--- src/rtl/onewire_temperature_reader_top_macros.svh ---
// ---------------------------------------------------------------------------
// Assertion macros for the 1-Wire temperature reader
// ---------------------------------------------------------------------------
`ifndef ONEWIRE_TEMPERATURE_READER_TOP_MACROS_SVH
`define ONEWIRE_TEMPERATURE_READER_TOP_MACROS_SVH

`ifndef SYNTHESIS
// Property checked on every clock edge outside reset
`define OTR_ASSERT(lbl, clk, rstn, prop, msg) \
  lbl: assert property (@(posedge clk) disable iff (!rstn) (prop)) else $error(msg);
// Property checked in the cycle after its antecedent
`define OTR_ASSERT_NEXT(lbl, clk, rstn, ante, cons, msg) \
  lbl: assert property (@(posedge clk) disable iff (!rstn) (ante) |=> (cons)) else $error(msg);
`else
`define OTR_ASSERT(lbl, clk, rstn, prop, msg)
`define OTR_ASSERT_NEXT(lbl, clk, rstn, ante, cons, msg)
`endif

`endif

--- src/rtl/otr_pkg.sv ---
// ---------------------------------------------------------------------------
// otr_pkg
// Types and constants shared by the 1-Wire temperature reader modules.
// ---------------------------------------------------------------------------
package otr_pkg;

  // Sequencer phases
  typedef enum logic [3:0] {
    PH_IDLE   = 4'd0,
    PH_RLOW1  = 4'd1,
    PH_RWAIT1 = 4'd2,
    PH_RREC1  = 4'd3,
    PH_WR1    = 4'd4,
    PH_CONV   = 4'd5,
    PH_RLOW2  = 4'd6,
    PH_RWAIT2 = 4'd7,
    PH_RREC2  = 4'd8,
    PH_WR2    = 4'd9,
    PH_READ   = 4'd10
  } phase_e;

  // 1-Wire commands
  localparam logic [7:0] CMD_SKIP_ROM = 8'hCC;
  localparam logic [7:0] CMD_CONVERT  = 8'h44;
  localparam logic [7:0] CMD_READ_SP  = 8'hBE;

  // Configuration register indexes
  localparam int unsigned CfgIdxW = 3;
  localparam logic [CfgIdxW-1:0] CFG_RESET_LOW    = 3'd0;
  localparam logic [CfgIdxW-1:0] CFG_PRESENCE     = 3'd1;
  localparam logic [CfgIdxW-1:0] CFG_SLOT         = 3'd2;
  localparam logic [CfgIdxW-1:0] CFG_SLOT_START   = 3'd3;
  localparam logic [CfgIdxW-1:0] CFG_READ_SAMPLE  = 3'd4;
  localparam logic [CfgIdxW-1:0] CFG_CONV_WAIT    = 3'd5;
  localparam int unsigned CfgDataW = 20;

  // Register reset values
  localparam logic [9:0]  RST_RESET_LOW   = 10'd500;
  localparam logic [7:0]  RST_PRESENCE    = 8'd60;
  localparam logic [7:0]  RST_SLOT        = 8'd60;
  localparam logic [3:0]  RST_SLOT_START  = 4'd2;
  localparam logic [3:0]  RST_READ_SAMPLE = 4'd4;
  localparam logic [19:0] RST_CONV_WAIT   = 20'd0;

  typedef struct packed {
    logic [9:0]  reset_low_ticks;
    logic [7:0]  presence_sample_ticks;
    logic [7:0]  slot_ticks;
    logic [3:0]  slot_start_ticks;
    logic [3:0]  read_sample_ticks;
    logic [19:0] conversion_wait_ticks;
  } cfg_t;

  typedef struct packed {
    logic        drive_low;
    logic        busy_res;
    logic        done_res;
    logic [1:0]  presence_missing;
    logic [6:0]  whole_degrees;
    logic [15:0] raw_reading;
  } result_t;

endpackage

--- src/rtl/otr_cfg.sv ---
// ---------------------------------------------------------------------------
// otr_cfg
// Timing configuration registers, written through the configuration channel.
// ---------------------------------------------------------------------------
module otr_cfg (
  input  logic                              clk_i,
  input  logic                              rst_ni,
  input  logic                              cfg_valid_i,
  output logic                              cfg_ready_o,
  input  logic [otr_pkg::CfgIdxW-1:0]       cfg_index_i,
  input  logic [otr_pkg::CfgDataW-1:0]      cfg_data_i,
  output otr_pkg::cfg_t                     cfg_o
);

  otr_pkg::cfg_t cfg_q, cfg_d;

  // Registers are always writable
  assign cfg_ready_o = 1'b1;

  // Decode the write
  always_comb begin
    cfg_d = cfg_q;
    if (cfg_valid_i) begin
      unique case (cfg_index_i)
        otr_pkg::CFG_RESET_LOW:   cfg_d.reset_low_ticks       = cfg_data_i[9:0];
        otr_pkg::CFG_PRESENCE:    cfg_d.presence_sample_ticks = cfg_data_i[7:0];
        otr_pkg::CFG_SLOT:        cfg_d.slot_ticks            = cfg_data_i[7:0];
        otr_pkg::CFG_SLOT_START:  cfg_d.slot_start_ticks      = cfg_data_i[3:0];
        otr_pkg::CFG_READ_SAMPLE: cfg_d.read_sample_ticks     = cfg_data_i[3:0];
        otr_pkg::CFG_CONV_WAIT:   cfg_d.conversion_wait_ticks = cfg_data_i[19:0];
        default:                  cfg_d = cfg_q;
      endcase
    end
  end

  // Hold the register values
  always_ff @(posedge clk_i or negedge rst_ni) begin
    if (!rst_ni) begin
      cfg_q.reset_low_ticks       <= otr_pkg::RST_RESET_LOW;
      cfg_q.presence_sample_ticks <= otr_pkg::RST_PRESENCE;
      cfg_q.slot_ticks            <= otr_pkg::RST_SLOT;
      cfg_q.slot_start_ticks      <= otr_pkg::RST_SLOT_START;
      cfg_q.read_sample_ticks     <= otr_pkg::RST_READ_SAMPLE;
      cfg_q.conversion_wait_ticks <= otr_pkg::RST_CONV_WAIT;
    end else begin
      cfg_q <= cfg_d;
    end
  end

  assign cfg_o = cfg_q;

endmodule

--- src/rtl/otr_seq.sv ---
// ---------------------------------------------------------------------------
// otr_seq
// Measurement sequencer: advances one timing tick per accepted item.
// ---------------------------------------------------------------------------
`include "onewire_temperature_reader_top_macros.svh"

module otr_seq (
  input  logic             clk_i,
  input  logic             rst_ni,
  input  logic             step_i,
  input  logic             start_req_i,
  input  logic             line_level_i,
  input  otr_pkg::cfg_t    cfg_i,
  output otr_pkg::result_t res_o
);

  otr_pkg::phase_e phase_q, phase_d;
  logic [19:0] tick_q, tick_d;
  logic [2:0]  bit_q, bit_d;
  logic [2:0]  byte_q, byte_d;
  logic [7:0]  send_q, send_d;
  logic [15:0] recv_q, recv_d;
  logic [1:0]  flags_q, flags_d;

  logic        second;
  logic [8:0]  wr_end;
  logic [8:0]  rd_end;
  otr_pkg::result_t res;

  // Slot lengths
  assign wr_end = {5'b0, cfg_i.slot_start_ticks} + {1'b0, cfg_i.slot_ticks};
  assign rd_end = ({5'b0, cfg_i.read_sample_ticks} > wr_end) ?
                  {5'b0, cfg_i.read_sample_ticks} : wr_end;

  // Next state and tick result
  always_comb begin
    phase_d = phase_q;
    tick_d  = tick_q;
    bit_d   = bit_q;
    byte_d  = byte_q;
    send_d  = send_q;
    recv_d  = recv_q;
    flags_d = flags_q;
    res     = '0;
    res.busy_res = 1'b1;

    // Accept a start while idle
    if (phase_q == otr_pkg::PH_IDLE && start_req_i) begin
      phase_d = otr_pkg::PH_RLOW1;
      tick_d  = '0;
      flags_d = '0;
      recv_d  = '0;
      byte_d  = '0;
      bit_d   = '0;
    end
    second = (phase_d == otr_pkg::PH_RLOW2) || (phase_d == otr_pkg::PH_RWAIT2) ||
             (phase_d == otr_pkg::PH_RREC2) || (phase_d == otr_pkg::PH_WR2);

    unique case (phase_d)
      otr_pkg::PH_RLOW1, otr_pkg::PH_RLOW2: begin
        res.drive_low = 1'b1;
        tick_d = tick_d + 20'd1;
        if (tick_d >= {10'b0, cfg_i.reset_low_ticks}) begin
          tick_d  = '0;
          phase_d = second ? otr_pkg::PH_RWAIT2 : otr_pkg::PH_RWAIT1;
        end
      end
      otr_pkg::PH_RWAIT1, otr_pkg::PH_RWAIT2: begin
        tick_d = tick_d + 20'd1;
        if (tick_d >= {12'b0, cfg_i.presence_sample_ticks}) begin
          tick_d = '0;
          if (line_level_i) begin
            // No presence: flag it and skip the command writes
            flags_d = flags_d | (second ? 2'b10 : 2'b01);
            if (second) begin
              phase_d = otr_pkg::PH_READ;
              byte_d  = '0;
              bit_d   = '0;
            end else begin
              phase_d = otr_pkg::PH_RLOW2;
            end
          end else begin
            phase_d = second ? otr_pkg::PH_RREC2 : otr_pkg::PH_RREC1;
          end
        end
      end
      otr_pkg::PH_RREC1, otr_pkg::PH_RREC2: begin
        // Wait for the device to release the line, then send skip-ROM
        if (line_level_i) begin
          tick_d  = '0;
          phase_d = second ? otr_pkg::PH_WR2 : otr_pkg::PH_WR1;
          byte_d  = '0;
          send_d  = otr_pkg::CMD_SKIP_ROM;
          bit_d   = '0;
        end
      end
      otr_pkg::PH_WR1, otr_pkg::PH_WR2: begin
        if (tick_d < {16'b0, cfg_i.slot_start_ticks}) begin
          res.drive_low = 1'b1;
        end else if (tick_d < {11'b0, wr_end}) begin
          res.drive_low = ~send_d[0];
        end
        if (tick_d >= {11'b0, wr_end}) begin
          send_d = {1'b0, send_d[7:1]};
          if (bit_d == 3'd7) begin
            if (byte_d == 3'd0) begin
              // Second command byte of this stage
              byte_d = 3'd1;
              send_d = second ? otr_pkg::CMD_READ_SP : otr_pkg::CMD_CONVERT;
              bit_d  = '0;
              tick_d = '0;
            end else if (second) begin
              phase_d = otr_pkg::PH_READ;
              byte_d  = '0;
              bit_d   = '0;
              tick_d  = '0;
            end else begin
              tick_d  = '0;
              phase_d = (cfg_i.conversion_wait_ticks == 20'd0) ?
                        otr_pkg::PH_RLOW2 : otr_pkg::PH_CONV;
            end
          end else begin
            bit_d  = bit_d + 3'd1;
            tick_d = '0;
          end
        end else begin
          tick_d = tick_d + 20'd1;
        end
      end
      otr_pkg::PH_CONV: begin
        tick_d = tick_d + 20'd1;
        if (tick_d >= cfg_i.conversion_wait_ticks) begin
          tick_d  = '0;
          phase_d = otr_pkg::PH_RLOW2;
        end
      end
      otr_pkg::PH_READ: begin
        res.drive_low = (tick_d < {16'b0, cfg_i.slot_start_ticks});
        // Sample the read bit
        if (tick_d == {16'b0, cfg_i.read_sample_ticks} && line_level_i) begin
          recv_d[{byte_d[0], bit_d}] = 1'b1;
        end
        if (tick_d >= {11'b0, rd_end}) begin
          tick_d = '0;
          if (bit_d == 3'd7) begin
            bit_d = '0;
            if (byte_d >= 3'd1) begin
              res.done_res      = 1'b1;
              res.raw_reading   = recv_d;
              res.whole_degrees = {recv_d[10:8], recv_d[7:4]};
              phase_d = otr_pkg::PH_IDLE;
              byte_d  = '0;
            end else begin
              byte_d = 3'd1;
            end
          end else begin
            bit_d = bit_d + 3'd1;
          end
        end else begin
          tick_d = tick_d + 20'd1;
        end
      end
      default: begin
        phase_d      = otr_pkg::PH_IDLE;
        res.busy_res = 1'b0;
      end
    endcase
    res.presence_missing = flags_d;
  end

  // Advance the state on each accepted tick
  always_ff @(posedge clk_i or negedge rst_ni) begin
    if (!rst_ni) begin
      phase_q <= otr_pkg::PH_IDLE;
      tick_q  <= '0;
      bit_q   <= '0;
      byte_q  <= '0;
      send_q  <= '0;
      recv_q  <= '0;
      flags_q <= '0;
    end else if (step_i) begin
      phase_q <= phase_d;
      tick_q  <= tick_d;
      bit_q   <= bit_d;
      byte_q  <= byte_d;
      send_q  <= send_d;
      recv_q  <= recv_d;
      flags_q <= flags_d;
    end
  end

  assign res_o = res;

  `OTR_ASSERT(a_done_busy, clk_i, rst_ni, !res.done_res || res.busy_res, "done outside a sequence")
  `OTR_ASSERT(a_reading_on_done, clk_i, rst_ni, res.done_res || (res.raw_reading == 16'd0 && res.whole_degrees == 7'd0), "reading shown without done")
  `OTR_ASSERT(a_idle_tick_clear, clk_i, rst_ni, phase_q != otr_pkg::PH_IDLE || tick_q == 20'd0, "tick counter not cleared in idle")
  `OTR_ASSERT_NEXT(a_hold_stalled, clk_i, rst_ni, !step_i, $stable(phase_q) && $stable(tick_q), "state moved without a tick")

endmodule

--- src/rtl/otr_out.sv ---
// ---------------------------------------------------------------------------
// otr_out
// Result register: holds one tick result until the output transfer.
// ---------------------------------------------------------------------------
module otr_out (
  input  logic             clk_i,
  input  logic             rst_ni,
  input  logic             load_i,
  input  otr_pkg::result_t res_i,
  output logic             in_ready_o,
  output logic             out_valid_o,
  input  logic             out_ready_i,
  output otr_pkg::result_t res_o
);

  logic             valid_q, valid_d;
  otr_pkg::result_t res_q;

  // Take a new result when empty or when the current one leaves
  assign in_ready_o = !valid_q || out_ready_i;

  always_comb begin
    valid_d = valid_q;
    if (load_i) begin
      valid_d = 1'b1;
    end else if (out_ready_i) begin
      valid_d = 1'b0;
    end
  end

  always_ff @(posedge clk_i or negedge rst_ni) begin
    if (!rst_ni) begin
      valid_q <= 1'b0;
    end else begin
      valid_q <= valid_d;
    end
  end

  // Payload holds without reset
  always_ff @(posedge clk_i) begin
    if (load_i) begin
      res_q <= res_i;
    end
  end

  assign out_valid_o = valid_q;
  assign res_o       = res_q;

endmodule

--- src/rtl/onewire_temperature_reader_top.sv ---
// Result: a tick's result is in the output register in the cycle after its input transfer.
// Throughput: one tick per cycle while the result register is empty or being taken; the
// sequencer state and the result register both advance on every input transfer.
// Reset: asynchronous, active low; sequencer idle with all counters and flags clear,
// configuration registers at their documented defaults, output register empty.
// ---------------------------------------------------------------------------
// onewire_temperature_reader_top
// 1-Wire master running one temperature measurement, one bus tick per item.
// ---------------------------------------------------------------------------
module onewire_temperature_reader_top (
  input  logic                         clk_i,
  input  logic                         rst_ni,
  // Configuration channel
  input  logic                         cfg_valid_i,
  output logic                         cfg_ready_o,
  input  logic [otr_pkg::CfgIdxW-1:0]  cfg_index_i,
  input  logic [otr_pkg::CfgDataW-1:0] cfg_data_i,
  // Tick input channel
  input  logic                         in_valid_i,
  output logic                         in_ready_o,
  input  logic                         start_req_i,
  input  logic                         line_level_i,
  // Result channel
  output logic                         out_valid_o,
  input  logic                         out_ready_i,
  output logic                         drive_low_o,
  output logic                         busy_res_o,
  output logic                         done_res_o,
  output logic [1:0]                   presence_missing_o,
  output logic [6:0]                   whole_degrees_o,
  output logic [15:0]                  raw_reading_o
);

  otr_pkg::cfg_t    cfg;
  otr_pkg::result_t res_comb;
  otr_pkg::result_t res_reg;
  logic             step;

  // One tick per input transfer
  assign step = in_valid_i && in_ready_o;

  otr_cfg u_cfg (
    .clk_i       (clk_i),
    .rst_ni      (rst_ni),
    .cfg_valid_i (cfg_valid_i),
    .cfg_ready_o (cfg_ready_o),
    .cfg_index_i (cfg_index_i),
    .cfg_data_i  (cfg_data_i),
    .cfg_o       (cfg)
  );

  otr_seq u_seq (
    .clk_i        (clk_i),
    .rst_ni       (rst_ni),
    .step_i       (step),
    .start_req_i  (start_req_i),
    .line_level_i (line_level_i),
    .cfg_i        (cfg),
    .res_o        (res_comb)
  );

  otr_out u_out (
    .clk_i       (clk_i),
    .rst_ni      (rst_ni),
    .load_i      (step),
    .res_i       (res_comb),
    .in_ready_o  (in_ready_o),
    .out_valid_o (out_valid_o),
    .out_ready_i (out_ready_i),
    .res_o       (res_reg)
  );

  // Unpack the result fields
  assign drive_low_o        = res_reg.drive_low;
  assign busy_res_o         = res_reg.busy_res;
  assign done_res_o         = res_reg.done_res;
  assign presence_missing_o = res_reg.presence_missing;
  assign whole_degrees_o    = res_reg.whole_degrees;
  assign raw_reading_o      = res_reg.raw_reading;

endmodule

--- config.mk ---
export PLATFORM = sky130hd
export DESIGN_NAME = onewire_temperature_reader_top
export DESIGN_NICKNAME = d
export VERILOG_FILES = /design/src/rtl/otr_pkg.sv /design/src/rtl/otr_cfg.sv /design/src/rtl/otr_seq.sv /design/src/rtl/otr_out.sv /design/src/rtl/onewire_temperature_reader_top.sv
export VERILOG_INCLUDE_DIRS = /design/src /design/src/rtl
export SDC_FILE = /design/constraint.sdc
export NUM_CORES = 1
export LEC_CHECK = 0
export BUFFER_PORTS_ARGS = -buffer_cell sky130_fd_sc_hd__buf_4
export CAP_MARGIN = 20
export CORE_ASPECT_RATIO = 0.8
export CORE_MARGIN = 10
export CORE_UTILIZATION = 34
export CTS_BUF_LIST = sky130_fd_sc_hd__clkbuf_2
export CTS_CLUSTER_SIZE = 24
export DETAILED_ROUTE_END_ITERATION = 10
export PLACE_DENSITY = 0.59
export RECOVER_POWER = 100
export SLEW_MARGIN = 10
export SYNTH_ARGS = -nofsm -noshare
export SYNTH_HDL_FRONTEND = slang
export SYNTH_SLANG_ARGS = --single-unit
--- constraint.sdc ---
create_clock -name clk_i -period 6 [get_ports clk_i]
set_input_delay 1.2 -clock clk_i [delete_from_list [all_inputs] [get_ports clk_i]]
set_output_delay 1.2 -clock clk_i [all_outputs]
set_load 0.02 [all_outputs]
; ---- After elaboration in Yosys (flattened, before gate mapping)
; Index checks and enable logic that the tools add are counted.
[classes]
mul = 0
n_lt_le_gt_ge = 11
n_bitwise = 3
n_reduce_logical = 29
eq_ne = 19
n_div = 0
add_sub_neg = 3
shift = 0
n_mux = 74
[ops]
columns = op, n
row1 = 20-bit 2-to-1 mux, 7
row2 = 20-bit one-hot mux with 6 select lines, 1
row3 = 4-bit 2-to-1 mux, 16
row4 = 3-bit 2-to-1 mux, 21
row5 = 16-bit 2-to-1 mux, 3
row6 = 20-bit by 9-bit >= comparator with 1-bit output, 2
row7 = 8-bit 2-to-1 mux, 5
row8 = 3-bit one-hot mux with 4 select lines, 2
row9 = 4-bit one-hot mux with 6 select lines, 1
row10 = "20-bit by 1-bit adder with 20-bit output, second input constant", 1
row11 = 20-bit by 4-bit == test with 1-bit output, 1
row12 = 20-bit by 10-bit >= comparator with 1-bit output, 1
row13 = 20-bit >= comparator, 1
row14 = 20-bit by 8-bit >= comparator with 1-bit output, 1
row15 = 20-bit zero test, 1
row16 = 20-bit by 4-bit less-than comparator with 1-bit output, 1
row17 = 20-bit by 9-bit less-than comparator with 1-bit output, 1
row18 = "4-bit by 3-bit == test with 1-bit output, second input constant", 4
row19 = 16-bit OR, 1
row20 = 8-bit one-hot mux with 2 select lines, 1
row21 = "4-bit == test, second input constant", 3
row22 = 2-bit 2-to-1 mux, 6
row23 = 2-bit AND reduction, 6
row24 = 10-bit OR reduction, 1
row25 = other kinds (28), 51
[totals]
latch_bits = 0
reg_bits = 139
n_memories = 0
inputBits = 30
wordCells = 159
output_inout_bits = 31
ram_bits = 0
mem_bits_ro = 0

; ---- Logic depth before layout (Yosys ltp)
[depth]
depth_word = 12
mapped_depth = 23
ltp_nobuf = 21

; ---- By module
; A second synthesis with hierarchy kept.
[unflattened]
hier_cells = 874
area_unflattened_um2 = 8852.2
[by_module_without_submodules]
columns = module, area_each_um2, n_inst, cells_each, seq_area_each_um2
row1 = otr_seq, 5709.2, 1, 721, 1401.3
row2 = otr_cfg, 2248.4, 1, 121, 1371.3
row3 = otr_out, 888.4, 1, 31, 865.8
row4 = onewire_temperature_reader_top, 6.3, 1, 1, 0.0

; ---- Worst setup path after synthesis
; No wires, ideal clock.
[synth_timing]
path_kind = register -> register
start = register u_cfg.cfg_q, in the netlist u_cfg.cfg_o[24]
end = register u_out.res_q, in the netlist u_out.res_o[0], data pin
arrival_time_ns = 4.713
n_path_buf = 1
period_less_slack_ns = 4.979
setup_time_ns = 0.266
stages_incl_launch_ff = 20
slack_ns = 1.021
t_required_ns = 5.734
path_cell_list = dfrtp_1 -> ha_1 -> fa_1 -> a21o_1 -> a21oi_1 -> xor2_1 -> nand4_1 -> o21ai_0 -> o2111ai_1 -> nor3b_1 -> mux2_2 -> ha_1 -> nand2b_1 -> a211oi_1 -> o211ai_1 -> a211o_1 -> and3_1 -> nand2_1 -> clkbuf_1 -> nor2_1
[synth_between]
elab_chain_len = 5
[synth_lines]
columns = element, line
row1 = start: declaration, otr_cfg.sv:15  ; otr_pkg::cfg_t cfg_q, cfg_d;
row2 = start signal: assignment, otr_cfg.sv:46  ; cfg_q <= cfg_d;
row3 = 4-bit by 8-bit adder with 9-bit output (*), otr_seq.sv:31  ; assign wr_end = {5'b0, cfg_i.slot_start_ticks} + {1'b0, cfg_i.slot_ticks};
row4 = 4-bit by 9-bit greater-than comparator with 1-bit output, otr_seq.sv:32  ; assign rd_end = ({5'b0, cfg_i.read_sample_ticks} > wr_end) ?
row5 = 9-bit 2-to-1 mux (*), otr_seq.sv:32
row6 = 20-bit by 9-bit >= comparator with 1-bit output (*), otr_seq.sv:143  ; if (tick_d >= {11'b0, rd_end}) begin
row7 = 4-bit AND reduction (no line) (*), n/a
row8 = end signal: assignment, otr_out.sv:42  ; res_q <= res_i;
row9 = end: declaration, otr_out.sv:17  ; otr_pkg::result_t res_q;
; Every way passes the cells marked *; elsewhere a longest branch is shown, timed or not.
; A chain may end at the register's enable or synchronous reset.

; ---- Final worst setup path
[layout_timing]
start = register u_cfg.cfg_q, in the netlist u_cfg.cfg_o[24]
end = register u_seq.tick_q[17]
[layout_between]
elab_chain_len = 6
word_cells_on_any_way = 8
classes_between = add/sub (1) / order compare (3) / mux (4)
[layout_lines]
columns = element, line
row1 = 4-bit by 8-bit adder with 9-bit output (*), otr_seq.sv:31
row2 = 4-bit by 9-bit greater-than comparator with 1-bit output, otr_seq.sv:32
row3 = 9-bit 2-to-1 mux, otr_seq.sv:32
row4 = 20-bit by 9-bit >= comparator with 1-bit output, otr_seq.sv:143
row5 = 20-bit 2-to-1 mux, otr_seq.sv:143
row6 = 20-bit one-hot mux with 6 select lines (*), otr_seq.sv:59  ; unique case (phase_d)
row7 = end signal: assignment, otr_seq.sv:183  ; tick_q <= tick_d;
row8 = end: declaration, otr_seq.sv:18  ; logic [19:0] tick_q, tick_d;
; Marked as above.

==> results.py <==
metrics = {
    "worst_setup_path": {
        "r2r_cells": 21,
        "cp-end-kind": "flip-flop",
        "r2r_setup_slack_ps": 530,
        "worstReg2RegStart": "u_cfg.cfg_o[24]$_DFFE_PN0P_",
        "crit_fanout": 8,
        "crit_start": "u_cfg.cfg_o[24]$_DFFE_PN0P_",
        "path_class": "reg2reg",
        "r2r_end": "u_seq.tick_q[17]$_DFFE_PN0P_",
        "critPathLaunchType": "flip-flop",
        "cp.required_ps": 6640,
        "worstPathArrival_ps": 6110,
    },
    "flow_run": {
        "max-cap-violations": 4,
    },
    "synthesis": {
        "synth_seq_cells": 132,
        "synth_edf_count": 21,
        "netlist_instances": 973,
        "syn-num-nets": 1076,
        "avgSynthCellArea_um2": 9.16,
        "async_reset_ff_frac": 0.841,
        "ys_warn_count": 0,
        "synth-main-ff-cell": "dfrtp_1",
        "synth_cell_types": 90,
        "synth_area_mm2": 0.00891,
        "ys_seq_area_frac": 0.385,
    },
    "die": {
        "die_area_mm2": 0.0331,
        "die_h_um": 165,
        "core_area_mm2": 0.0256,
        "io_pins": 61,
        "initial_core_util": 0.349,
        "die_w_um": 201,
        "rows": 52,
    },
    "worst_hold_path": {
        "hp-start": "u_seq.send_q[5]$_DFFE_PN0P_",
        "hold_end": "u_seq.send_q[5]$_DFFE_PN0P_",
        "min_path_cells": 2,
        "hp-class": "reg2reg",
    },
    "cts": {
        "cts_sinks": 132,
        "numCtsBuffers": 17,
        "cts_tree": "done",
        "clock-root-buffer": "clkbuf_2",
        "clk_pin_slew_ps": 240,
        "cts_hold_buf": 0,
        "cts_setup_buffers": 0,
        "insertion_delay_ps": 740,
        "cts_resized": 0,
        "clockBufferDepth": 2,
        "h-tree-depth": 4,
    },
    "timing": {
        "max_freq_mhz": 183,
        "slew-limit-headroom": -0.488,
        "setup_violations": 0,
        "fin_crit_sh": 0.912,
        "maxSlewViolCount": 147,
        "rsz0062_at_grt": "false",
        "worst_pin_slew_ps": 2230,
        "min_period_ps": 5470,
        "fin_setup_tns_ps": 0,
        "skew_ps": 61.1,
        "timing.final.ws_setup_ps": 531,
        "hold_viol": 0,
    },
    "global_route": {
        "grt_max_degree": 74,
        "gr-total-overflow": 0,
        "grt_pass1_wl_um": 39000,
        "grt_pass1_vias": 7173,
        "antenna_found_initial": 1,
        "grtUsageTotal": 0.144,
    },
    "place": {
        "detailed_place_hpwl_um": 17800,
        "dpl-instance-area_mm2": 0.00966,
        "numPortBuffers": 59,
        "place_congestion": 0.877,
        "pre_cts_slack_ps": 648,
    },
    "routing": {
        "finalWirelength_um": 23900,
        "drtAntennaViolNets": 0,
        "drc": 0,
        "detail_route.first_pass.iterations": 5,
        "vias": 7231,
        "via_per_inst": 5.23,
        "drt_iter0_drc": 547,
        "wire_per_inst_um": 17.3,
    },
    "status": {
        "outcome": "finished, violations left",
        "violations": "max-capacitance violations, max-slew violations",
    },
    "power": {
        "powerDensity_mw_per_mm2": 366,
        "vdd_drop_max_mv": 0.129,
        "p_leak_nw": 4.21,
        "p_total_mw": 3.55,
    },
    "layout": {
        "final_util": 0.379,
        "fill_cells": 2656,
        "syn_to_final_growth_pct": 8.84,
        "finalInstanceArea_mm2": 0.00970,
        "drive_above_1_share": 0.141,
        "fin_nets": 1120,
    },
}
## placed cells by master, fill, tap and decap left out, types with 6 or more instances in the layout
cell type  netlist  routed
a21oi_1         49      49
inv_1           68      68
a211oi_1         6       6
o21a_1           6       6
dfstp_2         16      16
edfxtp_1        21      21
a211o_1          6       6
ha_1            72      72
nand2b_1        11      12
mux2_2          41      41
nor2_1          76      76
a22oi_1         12      12
dfrtp_1         95      95
nor4_1          11      11
nor2b_1          8       8
nand4_1         13      13
o21ai_0         79      80
and2_1          13      12
nand2_1        114     114
and3_1          10      10
xnor2_1         20      20
or3_1            7       8
clkbuf_2         1      18
clkbuf_1        29      43
a21o_1          14      14
nand3_1         21      21
nor3_1          18      19
a22o_1          11      11
xor2_1          15      15
buf_4           10      29
## through the flow
| step | instances | hold WS [ps] |
|---|---|---|
| 3_3_place_gp | 1347 | 458 |
| 4_1_cts | 1379 | 504 |
| 6_report | 1382 | 503 |
| 5_1_grt | 1382 | 528 |
| 2_1_floorplan | 973 | 445 |
| 3_5_place_dp | 1347 | 466 |
## metal layers
| layer | track usage | up-vias | part of all wire |
|---|---|---|---|
| li1 | - | 3544 | - |
| met1 | 0.210 | 3506 | 0.52 |
| met2 | 0.215 | 159 | 0.43 |
| met3 | 0.0255 | 22 | 0.043 |
| met4 | 0.0371 | 0 | 0.012 |
| met5 | 0 | - | 0 |
## cell usage after synthesis (12+ instances only)
master	n	area [µm²]
o21ai_0	79	395
dfrtp_1	95	2380
nor2_1	76	285
a22oi_1	12	90.1
clkbuf_1	29	109
inv_1	68	255
ha_1	72	901
a21o_1	14	105
xor2_1	15	131
edfxtp_1	21	631
nor3_1	18	90.1
mux2_2	41	462
dfstp_2	16	420
and2_1	13	81.3
nand2_1	114	428
a21oi_1	49	245
nand4_1	13	81.3
xnor2_1	20	175
nand3_1	21	105
## area by class of cell
cell class	count	area (µm²)	share of cell area
Clock buffer	18	90.1	0.00928
Multi-Input combinational cell	724	4940	0.509
Clock inverter	14	154	0.0159
Sequential cell	132	3430	0.353
Antenna cell	1	2.50	0.000258
Timing Repair Buffer	73	387	0.0398
Inverter	69	259	0.0267
Tap cell	351	439	0.0453
## registers in the layout, summed over array words and instances, names as in the netlist, 2 cells and up
register and cells:
u_seq.flags_q 2, u_cfg.cfg_o 54, u_out.res_o 21, u_seq.phase_q 4
u_seq.byte_q 3, u_seq.recv_q 16, u_seq.tick_q 20, u_seq.send_q 8
u_seq.bit_q 3
## power breakdown
group          total, mW  internal [mW]  switching, mW  leakage [nW]
Clock              0.574          0.198          0.375         0.145
Combinational       1.73          0.669           1.06          2.48
Sequential          1.25           1.08          0.171          1.58
## critical path, stage by stage (launching register included)
cell       delay, ps
dfrtp_1          440
ha_1             240
fa_1             420
a21o_1           200
a21oi_1          310
xor2_1           290
nand4_1          160
o21ai_0          170
o2111ai_1        140
nor3b_1          220
buf_4            170
mux2_2           340
ha_1             270
nand2b_1         140
a211oi_1         220
o211ai_1         120
a211o_1          390
or2_2            330
o41ai_2           90
nor3_2           200
nand2b_1         240
o311ai_0         310
## worst max-delay path by stage
stage,slack (ps),depth (start not counted),to
3_5_place_dp,650,21,u_seq.tick_q[11]$_DFFE_PN0P_
3_3_place_gp,840,20,u_seq.tick_q[0]$_DFFE_PN0P_
5_1_grt,80,21,u_seq.tick_q[17]$_DFFE_PN0P_
2_1_floorplan,1020,19,u_out.res_o[0]$_SDFFCE_PN0P_
4_1_cts,580,21,u_seq.tick_q[11]$_DFFE_PN0P_
6_report,530,21,u_seq.tick_q[17]$_DFFE_PN0P_
## cells by family (layout without fill, tap and decap cells)
family	count (synthesis)	after routing	share of synthesized area
xor+xnor	35	35	0.0344
compound gates	237	237	0.179
mux	45	45	0.0563
other cells	1	2	0.000421
buf+inv	117	174	0.0556
fa+ha+maj	73	73	0.103
flops	132	132	0.385
simple gates	333	333	0.187
(Power assumes the default switching activity.)
